--- src/reb_pkg.sv ---
// Shared types, constants and the quadrature table for the encoder and button event decoder.
package reb_pkg;

	localparam int TIMER_W = 16;
	localparam int CFG_W   = 16;
	localparam int CMP_W   = (TIMER_W > CFG_W) ? TIMER_W : CFG_W;

	typedef logic [CMP_W-1:0] cmp_t;

	// Register indexes of the write port
	localparam logic REG_LONG_PRESS = 1'b0;
	localparam logic REG_MIN_CLICK  = 1'b1;

	localparam logic [CFG_W-1:0] LONG_PRESS_RST = CFG_W'(800);
	localparam logic [CFG_W-1:0] MIN_CLICK_RST  = CFG_W'(20);

	localparam logic signed [15:0] CNT_MAX = 16'sh7FFF;
	localparam logic signed [15:0] CNT_MIN = 16'sh8000;
	localparam logic signed [4:0]  ACC_HI  = 5'sd7;
	localparam logic signed [4:0]  ACC_LO  = -5'sd8;
	localparam logic signed [4:0]  DETENT_STEPS = 5'sd2;
	localparam logic [1:0]         PINS_DETENT  = 2'b11;

	typedef enum logic [2:0] {
		EV_NONE  = 3'd0,
		EV_UP    = 3'd1,
		EV_DOWN  = 3'd2,
		EV_TAP   = 3'd3,
		EV_LONG  = 3'd4
	} event_t;

	// Index is {previous A, previous B, A, B}
	localparam logic signed [1:0] QUAD_DELTA [16] = '{
		2'sd0, -2'sd1, 2'sd1, 2'sd0, 2'sd1, 2'sd0, 2'sd0, -2'sd1,
		-2'sd1, 2'sd0, 2'sd0, 2'sd1, 2'sd0, 2'sd1, -2'sd1, 2'sd0
	};

	typedef struct packed {
		logic [1:0]          prev_pins;
		logic signed [3:0]   step_acc;
		logic signed [15:0]  detent_cnt;
		logic                last_button;
		logic [TIMER_W-1:0]  press_timer;
		logic                long_reported;
	} state_t;

	typedef struct packed {
		logic [CFG_W-1:0] long_press_ticks;
		logic [CFG_W-1:0] min_click_ticks;
	} cfg_t;

endpackage

--- src/reb_update.sv ---
// Next-state and event logic for one pin sample.
module reb_update (
	input  reb_pkg::state_t cur,
	input  reb_pkg::cfg_t   cfg,
	input  logic            enc_a,
	input  logic            enc_b,
	input  logic            button_level,
	output reb_pkg::state_t nxt,
	output reb_pkg::event_t ev
);
	import reb_pkg::*;

	logic [1:0]         pins;
	logic signed [1:0]  delta;
	logic signed [4:0]  acc_sum;
	logic signed [3:0]  acc_sat;
	logic signed [15:0] cnt_enc;
	logic [TIMER_W-1:0] timer_inc;

	assign pins  = {enc_a, enc_b};
	assign delta = QUAD_DELTA[{cur.prev_pins, pins}];
	assign acc_sum = {cur.step_acc[3], cur.step_acc} + {{3{delta[1]}}, delta};
	assign timer_inc = (cur.press_timer != '1) ? cur.press_timer + 1'b1 : cur.press_timer;

	always_comb begin
		if (acc_sum > ACC_HI) begin
			acc_sat = ACC_HI[3:0];
		end else if (acc_sum < ACC_LO) begin
			acc_sat = ACC_LO[3:0];
		end else begin
			acc_sat = acc_sum[3:0];
		end
	end

	// Detent position: fold the accumulator into the pending count
	always_comb begin
		cnt_enc = cur.detent_cnt;
		if (pins == PINS_DETENT) begin
			if (acc_sum >= DETENT_STEPS && cur.detent_cnt != CNT_MAX) begin
				cnt_enc = cur.detent_cnt + 16'sd1;
			end else if (acc_sum <= -DETENT_STEPS && cur.detent_cnt != CNT_MIN) begin
				cnt_enc = cur.detent_cnt - 16'sd1;
			end
		end
	end

	always_comb begin
		nxt               = cur;
		nxt.prev_pins     = pins;
		nxt.step_acc      = (pins == PINS_DETENT) ? 4'sd0 : acc_sat;
		nxt.detent_cnt    = cnt_enc;
		nxt.press_timer   = timer_inc;
		ev                = EV_NONE;
		if (cnt_enc > 16'sd0) begin
			nxt.detent_cnt = cnt_enc - 16'sd1;
			ev             = EV_UP;
		end else if (cnt_enc < 16'sd0) begin
			nxt.detent_cnt = cnt_enc + 16'sd1;
			ev             = EV_DOWN;
		end else begin
			// Press edge: restart the timer
			if (!button_level && cur.last_button) begin
				nxt.press_timer   = '0;
				nxt.long_reported = 1'b0;
			end
			if (!button_level && !nxt.long_reported &&
			    cmp_t'(nxt.press_timer) > cmp_t'(cfg.long_press_ticks)) begin
				nxt.long_reported = 1'b1;
				nxt.last_button   = 1'b0;
				ev                = EV_LONG;
			end else if (button_level && !cur.last_button) begin
				nxt.last_button = 1'b1;
				if (!nxt.long_reported &&
				    cmp_t'(nxt.press_timer) > cmp_t'(cfg.min_click_ticks)) begin
					ev = EV_TAP;
				end
			end else begin
				nxt.last_button = button_level;
			end
		end
	end

endmodule

--- src/rotary_encoder_button_events_core.sv ---
// Top level of the rotary encoder and push button event decoder.
module rotary_encoder_button_events_core (
	input  logic                       clk,
	input  logic                       arst_n,
	input  logic                       in_valid,
	output logic                       in_stall,
	input  logic                       enc_a,
	input  logic                       enc_b,
	input  logic                       button_level,
	output logic                       out_valid,
	input  logic                       out_stall,
	output logic [2:0]                 event_res,
	output logic signed [15:0]         pending_detents,
	input  logic                       wr_en,
	input  logic                       wr_index,
	input  logic [reb_pkg::CFG_W-1:0]  wr_data
);
	// One beat in is one millisecond sample of pins A, B and the active-low
	// button; one beat out follows for each, carrying the event code and the
	// detents still pending. A sample can be taken every cycle unless the output
	// stalls. The sample is held in an input register, and the combinational
	// state update writes the result register. Rotation events are drained at
	// one detent per sample; the button is only looked at when none is pending.
	// Write long_press_ticks (index 0) and min_click_ticks (index 1) only while
	// no beat is in flight.
	import reb_pkg::*;

	logic    valid_s1, a_s1, b_s1, button_s1;
	logic    out_valid_q;
	event_t  event_q;
	logic signed [15:0] pending_q;
	state_t  state_q, state_nxt;
	cfg_t    cfg_q;
	event_t  ev_nxt;
	logic    advance, accept;

	assign advance  = valid_s1 && (!out_valid_q || !out_stall);
	assign in_stall = valid_s1 && !advance;
	assign accept   = in_valid && !in_stall;

	reb_update u_update (
		.cur          (state_q),
		.cfg          (cfg_q),
		.enc_a        (a_s1),
		.enc_b        (b_s1),
		.button_level (button_s1),
		.nxt          (state_nxt),
		.ev           (ev_nxt)
	);

	always_ff @(posedge clk or negedge arst_n) begin
		if (!arst_n) begin
			cfg_q.long_press_ticks <= LONG_PRESS_RST;
			cfg_q.min_click_ticks  <= MIN_CLICK_RST;
		end else if (wr_en) begin
			unique case (wr_index)
				REG_LONG_PRESS: cfg_q.long_press_ticks <= wr_data;
				REG_MIN_CLICK:  cfg_q.min_click_ticks  <= wr_data;
				default: ;
			endcase
		end
	end

	always_ff @(posedge clk or negedge arst_n) begin
		if (!arst_n) begin
			valid_s1    <= 1'b0;
			out_valid_q <= 1'b0;
			state_q.prev_pins     <= PINS_DETENT;
			state_q.step_acc      <= 4'sd0;
			state_q.detent_cnt    <= 16'sd0;
			state_q.last_button   <= 1'b1;
			state_q.press_timer   <= '0;
			state_q.long_reported <= 1'b0;
		end else begin
			if (accept) begin
				valid_s1 <= 1'b1;
			end else if (advance) begin
				valid_s1 <= 1'b0;
			end
			if (advance) begin
				out_valid_q <= 1'b1;
				state_q     <= state_nxt;
			end else if (!out_stall) begin
				out_valid_q <= 1'b0;
			end
		end
	end

	always_ff @(posedge clk) begin
		if (accept) begin
			a_s1      <= enc_a;
			b_s1      <= enc_b;
			button_s1 <= button_level;
		end
		if (advance) begin
			event_q   <= ev_nxt;
			pending_q <= state_nxt.detent_cnt;
		end
	end

	assign out_valid       = out_valid_q;
	assign event_res       = event_q;
	assign pending_detents = pending_q;

`ifndef ASSERT_OFF
	a_button_only_when_idle: assert property (@(posedge clk) disable iff (!arst_n)
		out_valid && (event_res == EV_TAP || event_res == EV_LONG) |-> pending_detents == 16'sd0)
		else $error("button event reported while detents pending");

	a_up_sign: assert property (@(posedge clk) disable iff (!arst_n)
		out_valid && event_res == EV_UP |-> !pending_detents[15])
		else $error("up event left a negative pending count");

	a_down_sign: assert property (@(posedge clk) disable iff (!arst_n)
		out_valid && event_res == EV_DOWN |-> (pending_detents[15] || pending_detents == 16'sd0))
		else $error("down event left a positive pending count");

	a_acc_clear_at_detent: assert property (@(posedge clk) disable iff (!arst_n)
		state_q.prev_pins == PINS_DETENT |-> state_q.step_acc == 4'sd0)
		else $error("step accumulator not cleared at detent");

	a_long_holds_button: assert property (@(posedge clk) disable iff (!arst_n)
		$rose(state_q.long_reported) |-> !state_q.last_button)
		else $error("long press flagged with button released");
`endif

endmodule
--- config.mk ---
export PLATFORM = sky130hd
export DESIGN_NAME = rotary_encoder_button_events_core
export DESIGN_NICKNAME = d
export VERILOG_FILES = /design/src/reb_pkg.sv /design/src/reb_update.sv /design/src/rotary_encoder_button_events_core.sv
export SDC_FILE = /design/constraint.sdc
export NUM_CORES = 1
export LEC_CHECK = 0
export ABC_AREA = 1
export BUFFER_PORTS_ARGS = -buffer_cell sky130_fd_sc_hd__buf_2
export CAP_MARGIN = 15
export CORE_MARGIN = 2
export CORE_UTILIZATION = 30
export DETAILED_ROUTE_END_ITERATION = 8
export PLACE_DENSITY = 0.43
export SETUP_SLACK_MARGIN = 0.1
export SYNTH_ARGS = -nofsm -noshare
export SYNTH_HDL_FRONTEND = slang
export SYNTH_SLANG_ARGS = --single-unit
--- constraint.sdc ---
create_clock -name clk -period 11.2 [get_ports clk]
set_input_delay 0.56 -clock clk [delete_from_list [all_inputs] [get_ports clk]]
set_output_delay 0.56 -clock clk [all_outputs]
set_load 0.02 [all_outputs]
Yosys cells after proc, flatten, opt, wreduce, memory -nomap -nowiden
Memories as Yosys holds them, arrays and structs flattened. Cells that the tools add are included.

Register bits: 96. Memory bits (read-only): 32. Input bits: 25. Output and inout bits: 21. Logic and storage cells: 91. Memories: 1.

Add/sub/neg operators: 6. Magnitude comparators: 9. Equality and inequality tests: 5. Muxes and demuxes: 27. Bitwise gates (word level): 4. Reductions and logical operators: 23.

Memories: (no name shown) (words 16, bits a word 2, read ports 1, clocked after Yosys merged registers in 0, write ports 0, RTL line reb_update.sv:21) `assign delta = QUAD_DELTA[{cur.prev_pins, pins}];`.

Operator list (count): 16-bit two-way mux (6); 17-bit two-way mux (5); 16-bit inequality test (second input constant) (3); 16-bit by 2-bit adder with 16-bit output (second input constant) (2); 16-bit > comparator (2); 16-bit by 2-bit subtractor with 16-bit output (second input constant) (2); 16-bit by 1-bit adder with 16-bit output (second input constant) (1); 16-bit by 1-bit > comparator with 1-bit output (second input constant) (1); 16-bit by 1-bit less-than comparator with 1-bit output (second input constant) (1); 4-bit two-way mux (3); 1-bit logical AND (10); 2-bit two-way mux (4); 1-bit logical NOT (7); 1-bit two-way mux (7); 3-bit two-way mux (2); 4-bit by 2-bit adder with 5-bit output (1); 5-bit by 3-bit greater-or-equal comparator with 1-bit output (second input constant) (1); 5-bit greater-or-equal comparator (second input constant) (1); 5-bit by 4-bit > comparator with 1-bit output (second input constant) (1); 5-bit by 2-bit less-or-equal comparator with 1-bit output (second input constant) (1); 5-bit by 4-bit less-than comparator with 1-bit output (second input constant) (1); 4-bit inverter with 5-bit output (1); 2-bit AND reduction (2); 1-bit inverter (3); other kinds (6) (6).

Depth between registers and ports, before layout
Depth in word-level cells: 19. Mapped depth: 30. Depth with buffers taken out: 29.

Hierarchy
A second synthesis with hierarchy kept.

Cell total of the unflattened synthesis: 1220. Area, all modules: 8001.4 µm².

By module, submodules not included: reb_update (instances 1, cells each 873, area an instance 4381.7 µm², sequential area each 0.0 µm²); rotary_encoder_button_events_core (instances 1, cells each 347, area an instance 3619.7 µm², sequential area each 2522.4 µm²).

Worst setup path after synthesis
OpenSTA, ideal clock, no wires.

Kind: register to register. Start point: reg a_s1. End point: reg pending_q[8] (netlist: pending_detents[8]), data pin. Setup time: 0.255 ns. Arrival: 3.773 ns. Data required time: 10.945 ns. Setup slack: 7.172 ns. Cell stages (with the launch flop): 23. Buffers on the path: 2. Period minus slack after synthesis: 4.028 ns. Path through: edfxtp_1 -> ha_1 -> buf_2 -> buf_2 -> nand2_1 -> a32oi_1 -> ha_1 -> nand2_1 -> nand3_2 -> mux2i_4 -> nand3_4 -> nand2_4 -> nand2_4 -> nand2_1 -> nand2_1 -> inv_1 -> ha_1 -> nand3_4 -> nor2_4 -> nand3_4 -> nand2_1 -> nand2_1 -> and2_1.

RTL lines: from (decl) (RTL line rotary_encoder_button_events_core.sv:28) `logic valid_s1, a_s1, b_s1, button_s1;`; from (signal assigned) (RTL line rotary_encoder_button_events_core.sv:91) `a_s1 <= enc_a;`; to (signal assigned) (RTL line rotary_encoder_button_events_core.sv:97) `pending_q <= state_nxt.detent_cnt;`; to (decl) (RTL line rotary_encoder_button_events_core.sv:31) `logic signed [15:0] pending_q;`.

==> flow_summary.json <==
{
  "p_per_area_mw_per_mm2": 287,
  "drtPass1Iterations": 5,
  "port_buffers": 45,
  "antenna_found_initial": 0,
  "clk_latency_ps": 360,
  "clk_pin_slew_ps": 80,
  "dp_hpwl_um": 17100,
  "fp.coreArea_mm2": 0.0261,
  "synth_ff_type": "dfrtp_1",
  "min_period_ps": 5300,
  "clk_path_buf_depth": 2,
  "ys_ff_latch": 96,
  "grt_max_degree": 60,
  "cp_slowest_cell": "ha_1",
  "ys_types": 56,
  "worst_pin_slew_ps": 973,
  "fin_crit_sh": 0.473,
  "synthMuxAreaShare": 0.00283,
  "fill_cells": 2850,
  "final_common_cell": "nand2_1",
  "grt_pass1_vias": 6986,
  "drive_above_1_share": 0.161,
  "ff_latch_area_mm2": 0.00252,
  "ys_seq_area_frac": 0.317,
  "synth_compound_area_frac": 0.0894,
  "final_nets": 1211,
  "start_util": 0.305,
  "cp_cell_sequence": "ha_1, nand2_1, a32oi_1, ha_1, nand2_1, inv_1, nor2_1, nor2_1, nand3_1, nand3_4, nand2_4, nand3_1, nand2_1, inv_1, ha_1, nand3_4, clkinv_4, nand2_4, nor2_4, nor2_4, nand2_1, nand2_1, nand2_1, nand2_1",
  "cts_resized": 0,
  "globalRouteOverflowTotal": 0,
  "synth-xor-area-share": 0.0276,
  "die_y_um": 167,
  "crit_start": "a_s1",
  "ant_nets": 0,
  "ir_worst_vdd_v": 0.0000829,
  "ctsHtreeMaxLevel": 3,
  "syn-num-nets": 1181,
  "reg2reg_depth": 24,
  "final.setup.tns_ps": 0,
  "status": "completed",
  "grt_pass1_wl_um": 37100,
  "drt_first_iter_violations": 288,
  "p_leak_nw": 4.31,
  "crit_arrival_ps": 5600,
  "avgSynthCellArea_um2": 7.16,
  "most-common-layout-cells": "nand2_1 (348), inv_1 (142), nor2_1 (89)",
  "synth-simple-area-share": 0.389,
  "crit_fanout": 23,
  "synth_edf_count": 22,
  "synth_top_family_by_area": "simple AND/OR/NAND/NOR gates",
  "clock-root-buffer": "clkbuf_16",
  "cap_violations": 0,
  "ioPinCount": 46,
  "drc": 0,
  "fin_skew_ps": 13.5,
  "relSlewSlack": 0.350,
  "total_power_mw": 2.51,
  "area_delta_synth_final_pct": 9.94,
  "wl_per_cell_um": 14.9,
  "die_x_um": 167,
  "tritoncts": "yes",
  "r2r_setup_slack_ps": 5900,
  "rows": 59,
  "r2r-start": "a_s1",
  "worstPathRequired_ps": 11500,
  "synth.cell_area_mm2": 0.00795,
  "clkSinkCount": 96,
  "avgViaCountPerCell": 4.68,
  "grt.total_usage": 0.166,
  "ctsHoldBuffers": 0,
  "ys_warn_count": 0,
  "rsz0062_at_grt": "false",
  "cp-start-kind": "flip-flop",
  "clock.fmax_mhz": 189,
  "postSynth.asyncResetShare": 0.771,
  "dieArea_mm2": 0.0278,
  "multi_input_area_mm2": 0.00463,
  "min_path_type": "input port to async pin",
  "post-cts-setup-buffer-count": 0,
  "numCtsBuffers": 9,
  "hold_viol": 0,
  "num_vias": 6924,
  "place.gp.congestion": 0.830,
  "antenna_cells": 0,
  "r2r-end": "state_q[32]",
  "slew_viol_final": 0,
  "synth_fa_ha_area_frac": 0.0734,
  "cpMostUsedCell": "nand2_1",
  "syn_inst": 1110,
  "endpoint_kind": "flip-flop",
  "setup_viol": 0,
  "timing_worst_setup_path_type": "flip-flop to flip-flop",
  "critPathMaxStageDelay_ps": 810,
  "routed_wl_um": 22100
}
## power by group
part	total, mW	switching, mW	internal (mW)
logic	1.59	1.07	0.517
registers	0.595	0.112	0.483
clock network	0.324	0.152	0.172
total	2.51	1.34	1.17
## layout make-up
cell class | instances | area share
multi-input combinational | 829 | 0.530
timing repair buffer | 50 | 0.0304
clock buffer | 12 | 0.0305
inverter | 154 | 0.0689
clock inverter | 4 | 0.00401
sequential | 96 | 0.289
tap | 335 | 0.0480
## per-layer routing
metal,routed length (um),vias to the layer above,track usage
met1,10500,3199,0.219
li1,-,3618,-
met4,323,0,0.0390
met5,0,-,0
met2,10800,87,0.288
met3,501,20,0.0216
## flip-flops by register name (all words and copies together), names as in the netlist
register,cells
b_s1,1
pending_detents,16
event_res,3
valid_s1,1
out_valid,1
state_q,40
cfg_q,32
button_s1,1
a_s1,1
## worst max-delay path by stage
stage | endpoint | slack [ps] | depth (start not counted)
after floorplan | pending_detents[8] | 7170 | 22
after global placement | state_q[32] | 6010 | 24
after detailed placement | state_q[32] | 5870 | 24
after CTS | state_q[32] | 5850 | 24
after global routing | state_q[27] | 5290 | 24
final | state_q[32] | 5900 | 24
## worst max-delay path: cells and delay by family, from the launching register on
family | cells | cell delay, ps
compound gates | 1 | 420
fa+ha+maj | 3 | 1430
buf+inv | 3 | 210
flops | 1 | 380
simple gates | 17 | 2780
## stage by stage
stage,std cells,utilization,hold slack (ps),setup slack [ps],instance area [um^2]
detailed placement,1464,0.324,476,5870,8430
global route,1480,0.335,107,5290,8740
finish,1480,0.335,93.1,5900,8740
global placement,1464,0.324,468,6010,8430
floorplan,1110,-,264,7170,7950
CTS,1480,0.335,101,5850,8740
## cells in the mapped netlist, types with 2 or more instances
| cell | n | area, um^2 |
|---|---|---|
| inv_1 | 143 | 537 |
| o22ai_2 | 10 | 125 |
| buf_8 | 2 | 30.0 |
| nor2_4 | 7 | 78.8 |
| dfstp_2 | 8 | 210 |
| buf_2 | 9 | 45.0 |
| nor2_2 | 9 | 56.3 |
| nor2_8 | 2 | 40.0 |
| inv_2 | 6 | 22.5 |
| o211ai_1 | 2 | 15.0 |
| xor2_1 | 23 | 201 |
| buf_4 | 6 | 45.0 |
| nand2_2 | 26 | 163 |
| xnor2_1 | 2 | 17.5 |
| nand3_2 | 2 | 20.0 |
| nand2_1 | 348 | 1310 |
| o21ai_1 | 6 | 30.0 |
| nor3_1 | 17 | 85.1 |
| o21ai_2 | 4 | 35.0 |
| o21ai_0 | 54 | 270 |
| ha_1 | 45 | 563 |
| nand4_1 | 39 | 244 |
| edfxtp_1 | 22 | 661 |
| clkinv_1 | 2 | 7.51 |
| nand3_1 | 61 | 305 |
| nand2_4 | 23 | 259 |
| dfrtp_1 | 66 | 1650 |
| nor2_1 | 89 | 334 |
| clkbuf_1 | 11 | 41.3 |
| nand3_4 | 5 | 87.6 |
| or2_2 | 7 | 43.8 |
| a31oi_1 | 2 | 12.5 |
| nor4_1 | 3 | 18.8 |
| a21oi_1 | 22 | 110 |
| o22ai_1 | 5 | 31.3 |
| o2111ai_1 | 2 | 17.5 |
## cells by family (layout without fill, tap and decap cells)
family | Yosys count | in the layout
XOR/XNOR | 25 | 25
adder cells (fa/ha/maj) | 46 | 46
AO/OA/AOI/OAI | 113 | 113
AND/OR/NAND/NOR | 644 | 644
multiplexers | 1 | 1
flip-flops | 96 | 96
buffers and inverters | 185 | 220
No activity file was read; power rests on OpenSTA's default activity.
